--- src/hw/rtl/temperature_display_formatter_top_defines.svh ---
// assertion macros for the temperature display formatter
`ifndef TEMPERATURE_DISPLAY_FORMATTER_TOP_DEFINES_SVH
`define TEMPERATURE_DISPLAY_FORMATTER_TOP_DEFINES_SVH

// same-cycle implication, checked on every rising edge out of reset
`define TDF_ASSERT_NOW(lbl, cond, cons, msg) \
	lbl: assert property (@(posedge clk) disable iff (!arst_n) (cond) |-> (cons)) \
		else $error(msg);

// next-cycle implication, checked on every rising edge out of reset
`define TDF_ASSERT_NEXT(lbl, cond, cons, msg) \
	lbl: assert property (@(posedge clk) disable iff (!arst_n) (cond) |=> (cons)) \
		else $error(msg);

`endif

--- src/hw/rtl/tdf_pkg.sv ---
package tdf_pkg;

	// display mode kept across items
	typedef enum logic [1:0] {
		MODE_OFF  = 2'd0,
		MODE_CEL  = 2'd1,
		MODE_FAH  = 2'd2,
		MODE_BOTH = 2'd3
	} mode_t;

	// display position codes
	localparam logic [4:0] BLANK_CODE = 5'd16;
	localparam logic [4:0] CEL_CODE   = 5'd12;
	localparam logic [4:0] FAH_CODE   = 5'd15;

	// decimal point patterns
	localparam logic [7:0] POINT_NONE   = 8'h00;
	localparam logic [7:0] POINT_SINGLE = 8'h40;
	localparam logic [7:0] POINT_DUAL   = 8'h44;

	// temperature times 100, wide enough for fahrenheit
	localparam int VAL_W = 17;

	// fahrenheit offset, 32 degrees times 100
	localparam logic [VAL_W-1:0] FAH_OFFSET = 17'd3200;

	// decimal digits of one temperature, saturation flag for tens
	typedef struct packed {
		logic       sat;
		logic [3:0] tens;
		logic [3:0] ones;
		logic [3:0] tenths;
		logic [3:0] hund;
	} digits_t;

	// v / 10 by reciprocal multiply, exact for v below 2^22
	function automatic logic [13:0] div10(input logic [VAL_W-1:0] v);
		logic [37:0] p;
		p = 38'(v) * 38'(20'd838861);
		return p[36:23];
	endfunction

	// v / 100 by reciprocal multiply, exact for v below 2^20
	function automatic logic [9:0] div100(input logic [VAL_W-1:0] v);
		logic [37:0] p;
		p = 38'(v) * 38'(20'd671089);
		return p[35:26];
	endfunction

	// v / 1000 by reciprocal multiply, exact for v below 2^22
	function automatic logic [6:0] div1000(input logic [VAL_W-1:0] v);
		logic [37:0] p;
		p = 38'(v) * 38'(21'd1073742);
		return p[36:30];
	endfunction

endpackage

--- src/hw/rtl/tdf_split.sv ---
module tdf_split
	import tdf_pkg::*;
(
	input  logic [VAL_W-1:0] value,
	output digits_t          digits
);

	logic [13:0] q10;
	logic [9:0]  q100;
	logic [6:0]  q1000;
	logic [13:0] rem1;
	logic [13:0] rem10;
	logic [9:0]  rem100;

	// quotients by ten, hundred and thousand in parallel
	assign q10   = div10(value);
	assign q100  = div100(value);
	assign q1000 = div1000(value);

	// each digit is a quotient less ten times the next one
	assign rem1   = value[13:0] - 14'(q10 * 14'd10);
	assign rem10  = q10 - 14'(q100 * 14'd10);
	assign rem100 = q100 - 10'(q1000 * 10'd10);

	// tens saturates at nine
	always_comb begin
		digits.hund   = rem1[3:0];
		digits.tenths = rem10[3:0];
		digits.ones   = rem100[3:0];
		if (q1000 > 7'd9) begin
			digits.tens = 4'd9;
			digits.sat  = 1'b1;
		end else begin
			digits.tens = q1000[3:0];
			digits.sat  = 1'b0;
		end
	end

endmodule

--- config.mk ---
export PLATFORM = sky130hd
export DESIGN_NAME = tdf_split
export DESIGN_NICKNAME = d
export VERILOG_FILES = /design/src/hw/rtl/temperature_display_formatter_top_defines.svh /design/src/hw/rtl/tdf_pkg.sv /design/src/hw/rtl/tdf_split.sv
export SDC_FILE = /design/constraint.sdc
export NUM_CORES = 1
export LEC_CHECK = 0
export BUFFER_PORTS_ARGS = -buffer_cell sky130_fd_sc_hd__buf_2
export CORE_MARGIN = 4
export CORE_UTILIZATION = 60
export DETAILED_ROUTE_END_ITERATION = 6
export PLACE_DENSITY = 0.77
export SLEW_MARGIN = 0
export SYNTH_ARGS = -nofsm -noshare
export SYNTH_HDL_FRONTEND = slang
export SYNTH_SLANG_ARGS = --single-unit
--- constraint.sdc ---
create_clock -name vclk -period 8.2
set_input_delay 0 -clock vclk [all_inputs]
set_output_delay 0 -clock vclk [all_outputs]
set_load 0.05 [all_outputs]
==> results.toml <==
[run_status]
status = "complete, no violations"

[floorplan]
die-area_mm2 = 0.02209
die-width_um = 148.6
num_rows = 51
initial_utilization = 0.6096
fp.coreArea_mm2 = 0.01946
boundaryPins = 34
die_h_um = 148.6

[sta]
setup_tns_ps = 0
fin_crit_ps = 7275
setup_viol = 0
slew_headroom = 0.5851
max_freq_mhz = 137.5
drv_slew = 0
worst_pin_slew_ps = 620.8
fin_crit_sh = 0.8872
rsz0062_at_grt = "no"
hold_viol = 0

[global_route]
grt_start_max_net_pins = 15
grt_pass1_wl_um = 45670
grt_overflow_total = 0
grt_pass1_vias = 9102
antenna_found_initial = 0
track_usage = 0.2666

[place]
io_buffers = 34
place_hpwl_um = 25370
place_congestion = 0.9794

[yosys]
seq_area_frac_synth = 0
synth_top_family_by_area = "adder cells"
synth_area_leader_cell = "fa_1"
netlist_area_mm2 = 0.01186
synth_xor_area_frac = 0.02826
synth_fa_ha_area_frac = 0.7319
synth_compound_area_frac = 0.06265
synthSimpleGateAreaFrac = 0.04324
synthesis.nets = 1762
synthDistinctLibCells = 60
synth_area_leaders = "fa_1, ha_1, inv_1"
synth.avg_cell_area_um2 = 9.928
yosysMostFrequentCell = "inv_1"
synthMuxAreaShare = 0.001687
syn_inst = 1195
synthTopCellsByCount = "inv_1, ha_1, fa_1"
synth_warnings = 0
netlist.area_leader.share = 0.4050

[clock_tree]
post-cts-setup-buffers = 0
cts_hold_buf = 0
cts_resized = 0

[cells_and_area]
drive_above_1_share = 0.04882
nClkBuffers = 0
seq_area_um2 = 0
nNetsFinal = 1798
area_growth_pct = 4.229
seq_cell_count = 0
antenna_cells = 0

[detailed_routing]
totalWireLength_um = 27910
drt_drc_violations_left = 0
vias = 8181
antenna_left = 0
drtPass1Iterations = 4
drtIter0Drc = 414
viasPerCell = 5.476
wl_per_cell_um = 18.68

[critical_path]
cp-start-kind = "input pin"
critPathKind = "input pin to output port"
arrival_ps = 7280
critPathCaptureType = "output port"
cp.required_ps = 8200
crit_fanout = 11

[run]
drv_cap = 0

[min_path]
min_path_cells = 2
hold_path_end = "digits[0]"
worstHoldPathType = "input pin to output port"
holdCritStartpoint = "value[0]"
==> metrics by stage <==
stage                     hold WS, ps    util  area (µm²)  setup WS (ps)  cells
final                           540.4  0.6354       12370          924.7   1494
after global routing            554.8  0.6354       12370          447.1   1494
after CTS                       539.3  0.6354       12370          933.2   1494
after detailed placement        541.5  0.6354       12370          940.1   1494
after global placement          543.2  0.6354       12370           1104   1494
after floorplan                 167.1       -       11860           1032   1195
==> cell usage in the layout, fill, tap and decap left out, types with 3 or more instances in the layout <==
cell,synthesis,routed
a211o_1,4,4
nand2b_1,4,4
a211oi_1,5,5
nand2_1,18,18
buf_2,0,34
xnor2_1,20,20
a21o_1,11,11
o21ai_2,3,3
inv_1,414,414
o21bai_1,3,3
o22ai_1,4,4
xnor3_1,3,3
nor2b_1,4,4
xor2_1,6,6
a21oi_1,29,29
o221ai_1,4,4
fa_1,240,240
nand4_1,10,10
or2_2,5,5
o211ai_1,4,4
nand3_1,11,11
o21ai_0,17,17
nor3_1,6,6
ha_1,310,310
nor2_1,16,16
and3_1,3,3
==> kinds of logic after synthesis <==
kind of cell             count (synthesis)
AO/OA/AOI/OAI                          105
XOR/XNOR                                31
adder cells (fa/ha/maj)                550
buffers and inverters                  416
multiplexers                             2
AND/OR/NAND/NOR                         91
==> routing by layer <==
layer / part of all wire / wire length (µm) / global-route usage
met1: 0.42 / 11790 / 0.3583
met2: 0.46 / 12790 / 0.4353
met3: 0.078 / 2178 / 0.05027
met4: 0.041 / 1153 / 0.09423
met5: 0 / 0 / 0
==> critical path, cell delays in order <==
cell	delay, ps
buf_2	320
inv_1	210
fa_1	630
inv_1	100
fa_1	470
fa_1	530
fa_1	530
fa_1	550
inv_1	60
fa_1	530
inv_1	50
ha_1	290
a211oi_1	210
o21bai_1	160
o21ai_0	210
a22oi_2	140
xnor2_1	200
ha_1	230
fa_1	400
xnor2_1	200
xnor2_1	160
xnor2_1	150
xnor2_1	160
xnor3_1	340
xnor2_1	150
buf_2	280
==> final cells by class <==
class / count / area, µm²
repair buffers: 36 / 185.2
well taps: 265 / 331.6
fillers: 1581 / 7097
inverters: 414 / 1554
multi-input cells: 779 / 10290
==> worst max path at each step <==
| stage | depth (start not counted) | slack [ps] | from | to |
|---|---|---|---|---|
| 4_1_cts | 26 | 930 | value[11] | digits[11] |
| 2_1_floorplan | 27 | 1030 | value[5] | digits[7] |
| 5_1_grt | 26 | 450 | value[11] | digits[11] |
| 6_report | 26 | 920 | value[11] | digits[11] |
| 3_5_place_dp | 26 | 940 | value[11] | digits[11] |
| 3_3_place_gp | 26 | 1100 | value[11] | digits[11] |
Power is not shown: default switching activity piles up to over one toggle a cycle in this logic, so the estimate is an artifact.
