**src/hw/rtl/temperature_display_formatter_top_defines.svh**
```systemverilog
// assertion macros for the temperature display formatter
`ifndef TEMPERATURE_DISPLAY_FORMATTER_TOP_DEFINES_SVH
`define TEMPERATURE_DISPLAY_FORMATTER_TOP_DEFINES_SVH

// same-cycle implication, checked on every rising edge out of reset
`define TDF_ASSERT_NOW(lbl, cond, cons, msg) \
	lbl: assert property (@(posedge clk) disable iff (!arst_n) (cond) |-> (cons)) \
		else $error(msg);

// next-cycle implication, checked on every rising edge out of reset
`define TDF_ASSERT_NEXT(lbl, cond, cons, msg) \
	lbl: assert property (@(posedge clk) disable iff (!arst_n) (cond) |=> (cons)) \
		else $error(msg);

`endif

```
**src/hw/rtl/tdf_pkg.sv**
```systemverilog
package tdf_pkg;

	// display mode kept across items
	typedef enum logic [1:0] {
		MODE_OFF  = 2'd0,
		MODE_CEL  = 2'd1,
		MODE_FAH  = 2'd2,
		MODE_BOTH = 2'd3
	} mode_t;

	// display position codes
	localparam logic [4:0] BLANK_CODE = 5'd16;
	localparam logic [4:0] CEL_CODE   = 5'd12;
	localparam logic [4:0] FAH_CODE   = 5'd15;

	// decimal point patterns
	localparam logic [7:0] POINT_NONE   = 8'h00;
	localparam logic [7:0] POINT_SINGLE = 8'h40;
	localparam logic [7:0] POINT_DUAL   = 8'h44;

	// temperature times 100, wide enough for fahrenheit
	localparam int VAL_W = 17;

	// fahrenheit offset, 32 degrees times 100
	localparam logic [VAL_W-1:0] FAH_OFFSET = 17'd3200;

	// decimal digits of one temperature, saturation flag for tens
	typedef struct packed {
		logic       sat;
		logic [3:0] tens;
		logic [3:0] ones;
		logic [3:0] tenths;
		logic [3:0] hund;
	} digits_t;

	// v / 10 by reciprocal multiply, exact for v below 2^22
	function automatic logic [13:0] div10(input logic [VAL_W-1:0] v);
		logic [37:0] p;
		p = 38'(v) * 38'(20'd838861);
		return p[36:23];
	endfunction

	// v / 100 by reciprocal multiply, exact for v below 2^20
	function automatic logic [9:0] div100(input logic [VAL_W-1:0] v);
		logic [37:0] p;
		p = 38'(v) * 38'(20'd671089);
		return p[35:26];
	endfunction

	// v / 1000 by reciprocal multiply, exact for v below 2^22
	function automatic logic [6:0] div1000(input logic [VAL_W-1:0] v);
		logic [37:0] p;
		p = 38'(v) * 38'(21'd1073742);
		return p[36:30];
	endfunction

endpackage

```
**src/hw/rtl/tdf_mode.sv**
```systemverilog
module tdf_mode
	import tdf_pkg::*;
(
	input  logic       clk,
	input  logic       arst_n,
	input  logic       load,
	input  logic [3:0] buttons,
	output mode_t      mode_next
);

	mode_t mode_q;

	// button priority: 0, then 2, then 3, then 1; none keeps the mode
	always_comb begin
		if (buttons[0]) begin
			mode_next = MODE_CEL;
		end else if (buttons[2]) begin
			mode_next = MODE_FAH;
		end else if (buttons[3]) begin
			mode_next = MODE_BOTH;
		end else if (buttons[1]) begin
			mode_next = MODE_OFF;
		end else begin
			mode_next = mode_q;
		end
	end

	// mode register, updated on each accepted transfer
	always_ff @(posedge clk or negedge arst_n) begin
		if (!arst_n) begin
			mode_q <= MODE_OFF;
		end else if (load) begin
			mode_q <= mode_next;
		end
	end

endmodule

```
**config.mk**
```make
export PLATFORM = sky130hd
export DESIGN_NAME = tdf_mode
export DESIGN_NICKNAME = d
export VERILOG_FILES = /design/src/hw/rtl/temperature_display_formatter_top_defines.svh /design/src/hw/rtl/tdf_pkg.sv /design/src/hw/rtl/tdf_mode.sv
export SDC_FILE = /design/constraint.sdc
export NUM_CORES = 1
export LEC_CHECK = 0
export ABC_AREA = 1
export BUFFER_PORTS_ARGS = -buffer_cell sky130_fd_sc_hd__buf_2
export CAP_MARGIN = 20
export CORE_AREA = 2 2 39 41
export CTS_CLUSTER_DIAMETER = 80
export DETAILED_ROUTE_END_ITERATION = 10
export DIE_AREA = 0 0 41 43
export PLACE_DENSITY = 0.35
export SLEW_MARGIN = 10
export SYNTH_ARGS = -nofsm -noshare
export SYNTH_HDL_FRONTEND = slang
export SYNTH_SLANG_ARGS = --single-unit
```
**constraint.sdc**
```tcl
create_clock -name clk -period 0.9 [get_ports clk]
set_input_delay 0.18 -clock clk [delete_from_list [all_inputs] [get_ports clk]]
set_output_delay 0.18 -clock clk [all_outputs]
set_load 0.02 [all_outputs]
```
==> flow_metrics.tcl <==
set metrics [dict create \
    fin_skew_ps 0 \
    path_buf_inv 1 \
    setup_ws_ps -222 \
    synthMuxAreaShare 0 \
    p_int_uw 291 \
    clock_latency_ps 220 \
    initial_core_util 0.0904 \
    dr.pass1.iters 4 \
    violations "negative setup slack" \
    syn2layout_area_growth_pct 101 \
    whs_path_depth 3 \
    cp-start-kind "flop" \
    required_ps 720 \
    setup_tns_ps -549 \
    path_delay_family "flip-flops" \
    io_buffers 8 \
    largestRegisters "mode_q (2)" \
    grt_max_degree 4 \
    sw_frac_of_total 0.246 \
    dp_slack_ps -13.5 \
    status "finished with violations" \
    routabilityCongestion 0.642 \
    synth_warnings 0 \
    h-tree-depth 1 \
    overflow 0 \
    ir_drop_v 0.000385 \
    critPathMaxFanout 2 \
    diodes 0 \
    synthXorXnorAreaFrac 0 \
    ys_seq_area_frac 0.400 \
    viasPerCell 3.34 \
    grt_pass1_wl_um 545 \
    end_kind "primary output" \
    hold_end "mode_q[0]" \
    power_uw 386 \
    regToRegStartpoint "mode_q[0]" \
    r2r_slack_ps -120 \
    synth_area_um2 125 \
    die_h_um 43 \
    ys_seq_elements 2 \
    cts_max_path_buffers 2 \
    pwr-share-seq 0.271 \
    slew_violations 0 \
    fp.dieArea_um2 1760 \
    cts_tree "yes" \
    setup_viol 3 \
    tightest_slew_ps 122 \
    clk_pin_slew_ps 30 \
    rsz0062_at_grt "true" \
    largest_reg_flops 2 \
    holdCritStartpoint "load" \
    vias 167 \
    drt_iter0_markers 6 \
    r2r_cells 8 \
    syn-num-nets 27 \
    crit_chain "nand2_1 -> nand2_1 -> nand2_1 -> nand2_2 -> buf_6" \
    core_um2 1380 \
    regMostFlops "mode_q" \
    drive_gt1_frac 0.500 \
    crit_type "flop to primary output" \
    yosys.area_share.simple 0.400 \
    maxSlewHeadroom 0.918 \
    cp_common_cell "nand2_1" \
    cts_buffers 3 \
    p_comb_frac 0.222 \
    drv_cap 0 \
    die-width_um 41 \
    syn_area_per_cell_um2 6.26 \
    power.switching_uw 94.9 \
    leakagePower_uw 0.000145 \
    slowest_stage "dfrtp_1" \
    grt_pass1_vias 154 \
    ant_nets 0 \
    synth_top_family_by_area "simple AND/OR/NAND/NOR gates" \
    num-nets-final 43 \
    synth_fa_ha_area_frac 0 \
    clkPwrFrac 0.508 \
    powerDensity_nw_per_um2 1530 \
    arrival_ps 940 \
    synth_cell_types 7 \
    period_share 1.25 \
    fmax_mhz 891 \
    synth-compound-area-share 0.0500 \
    num_io_pins 9 \
    cts.sinks 2 \
    hold_viol 0 \
    final_util 0.182 \
    fin_crit_ps 1120 \
    drt-total-wl_um 348 \
    drc 0 \
    hold_class "input port to flop" \
    crit-reg2reg-capture "mode_q[0]" \
    rows 14 \
    wl_per_cell_um 6.96 \
    hpwl_um 268 \
    track_usage 0.0552 \
    cts-root-buf "clkbuf_4" \
    antenna_found_initial 0 \
    critPathMaxStageDelay_ps 370 \
    netlist_instances 20 \
]
[worst register-to-register path: cells and delay by family, from the launching register on]
family,cells,cell delay (ps)
buffers and inverters,2,230
and+or+nand+nor,6,320
DFF,1,370
[power groups by stage]
| stage | Combinational (uW) | Sequential (uW) | Clock (uW) |
|---|---|---|---|
| 2_1_floorplan | 39.1 | 104 | 0 |
| 3_3_place_gp | 66.2 | 106 | 0 |
| 3_5_place_dp | 66.0 | 105 | 0 |
| 4_1_cts | 80.1 | 104 | 213 |
| 5_1_grt | 95.1 | 105 | 224 |
| 6_report | 85.4 | 104 | 196 |
[cell usage after synthesis]
library cell | count | area [um^2]
nand2_1 | 9 | 33.8
nand3_1 | 2 | 10.0
inv_2 | 2 | 7.51
nand2_2 | 1 | 6.26
dfrtp_1 | 2 | 50.1
a31oi_1 | 1 | 6.26
inv_1 | 3 | 11.3
[cell usage in the layout (no fill, tap or decap)]
master	Yosys	routed
a31oi_2	0	1
buf_2	0	6
buf_4	0	2
buf_6	0	2
clkbuf_4	0	3
dfrtp_1	2	2
dlygate4sd3_1	0	1
inv_1	3	3
inv_2	2	2
nand2_1	9	9
nand2_2	1	1
nand3_1	2	2
[layer usage]
layer  vias up  track usage  wire length, um
met2         6       0.0531              146
met5         -            0                0
met1        70       0.0547              151
met4         0       0.0800               12
met3         2       0.0471               38
li1         89            -                -
[cell type report]
cell class,instances,area [um^2]
inverter,5,18.8
sequential,2,50.0
multi-input combinational,13,62.6
tap,16,20.0
fill,156,1130
timing repair buffer,11,77.6
clock buffer,3,22.5
[logic make-up after synthesis]
family          after synthesis
simple gates                 12
buf+inv                       5
flops                         2
compound gates                1
[through the flow]
step,cell area [um^2],hold slack (ps),std cells
after floorplan,131,-116,20
after global placement,191,-30.8,44
after detailed placement,191,-28.6,44
after CTS,240,174,49
after global routing,251,195,50
final,251,187,50
[repair_timing]
| action | in CTS | in global routing |
|---|---|---|
| setup endpoints to repair | 2 | 3 |
| hold buffers | 1 | 0 |
| resized for setup | 3 | 1 |
| cloned | 0 | 0 |
| hold endpoints to repair | 2 | 0 |
| pin swaps | 2 | 1 |
| buffers inserted | 1 | 1 |
[worst max path at each step]
stage,startpoint,endpoint,cells after the start
after detailed placement,mode_q[0],mode_next[0],5
after global routing,mode_q[1],mode_next[1],3
after CTS,mode_q[0],mode_next[0],5
after global placement,mode_q[0],mode_next[0],5
after floorplan,mode_q[0],mode_q[0],6
final,mode_q[0],mode_next[0],5
Power figures use the tool's default switching activity.
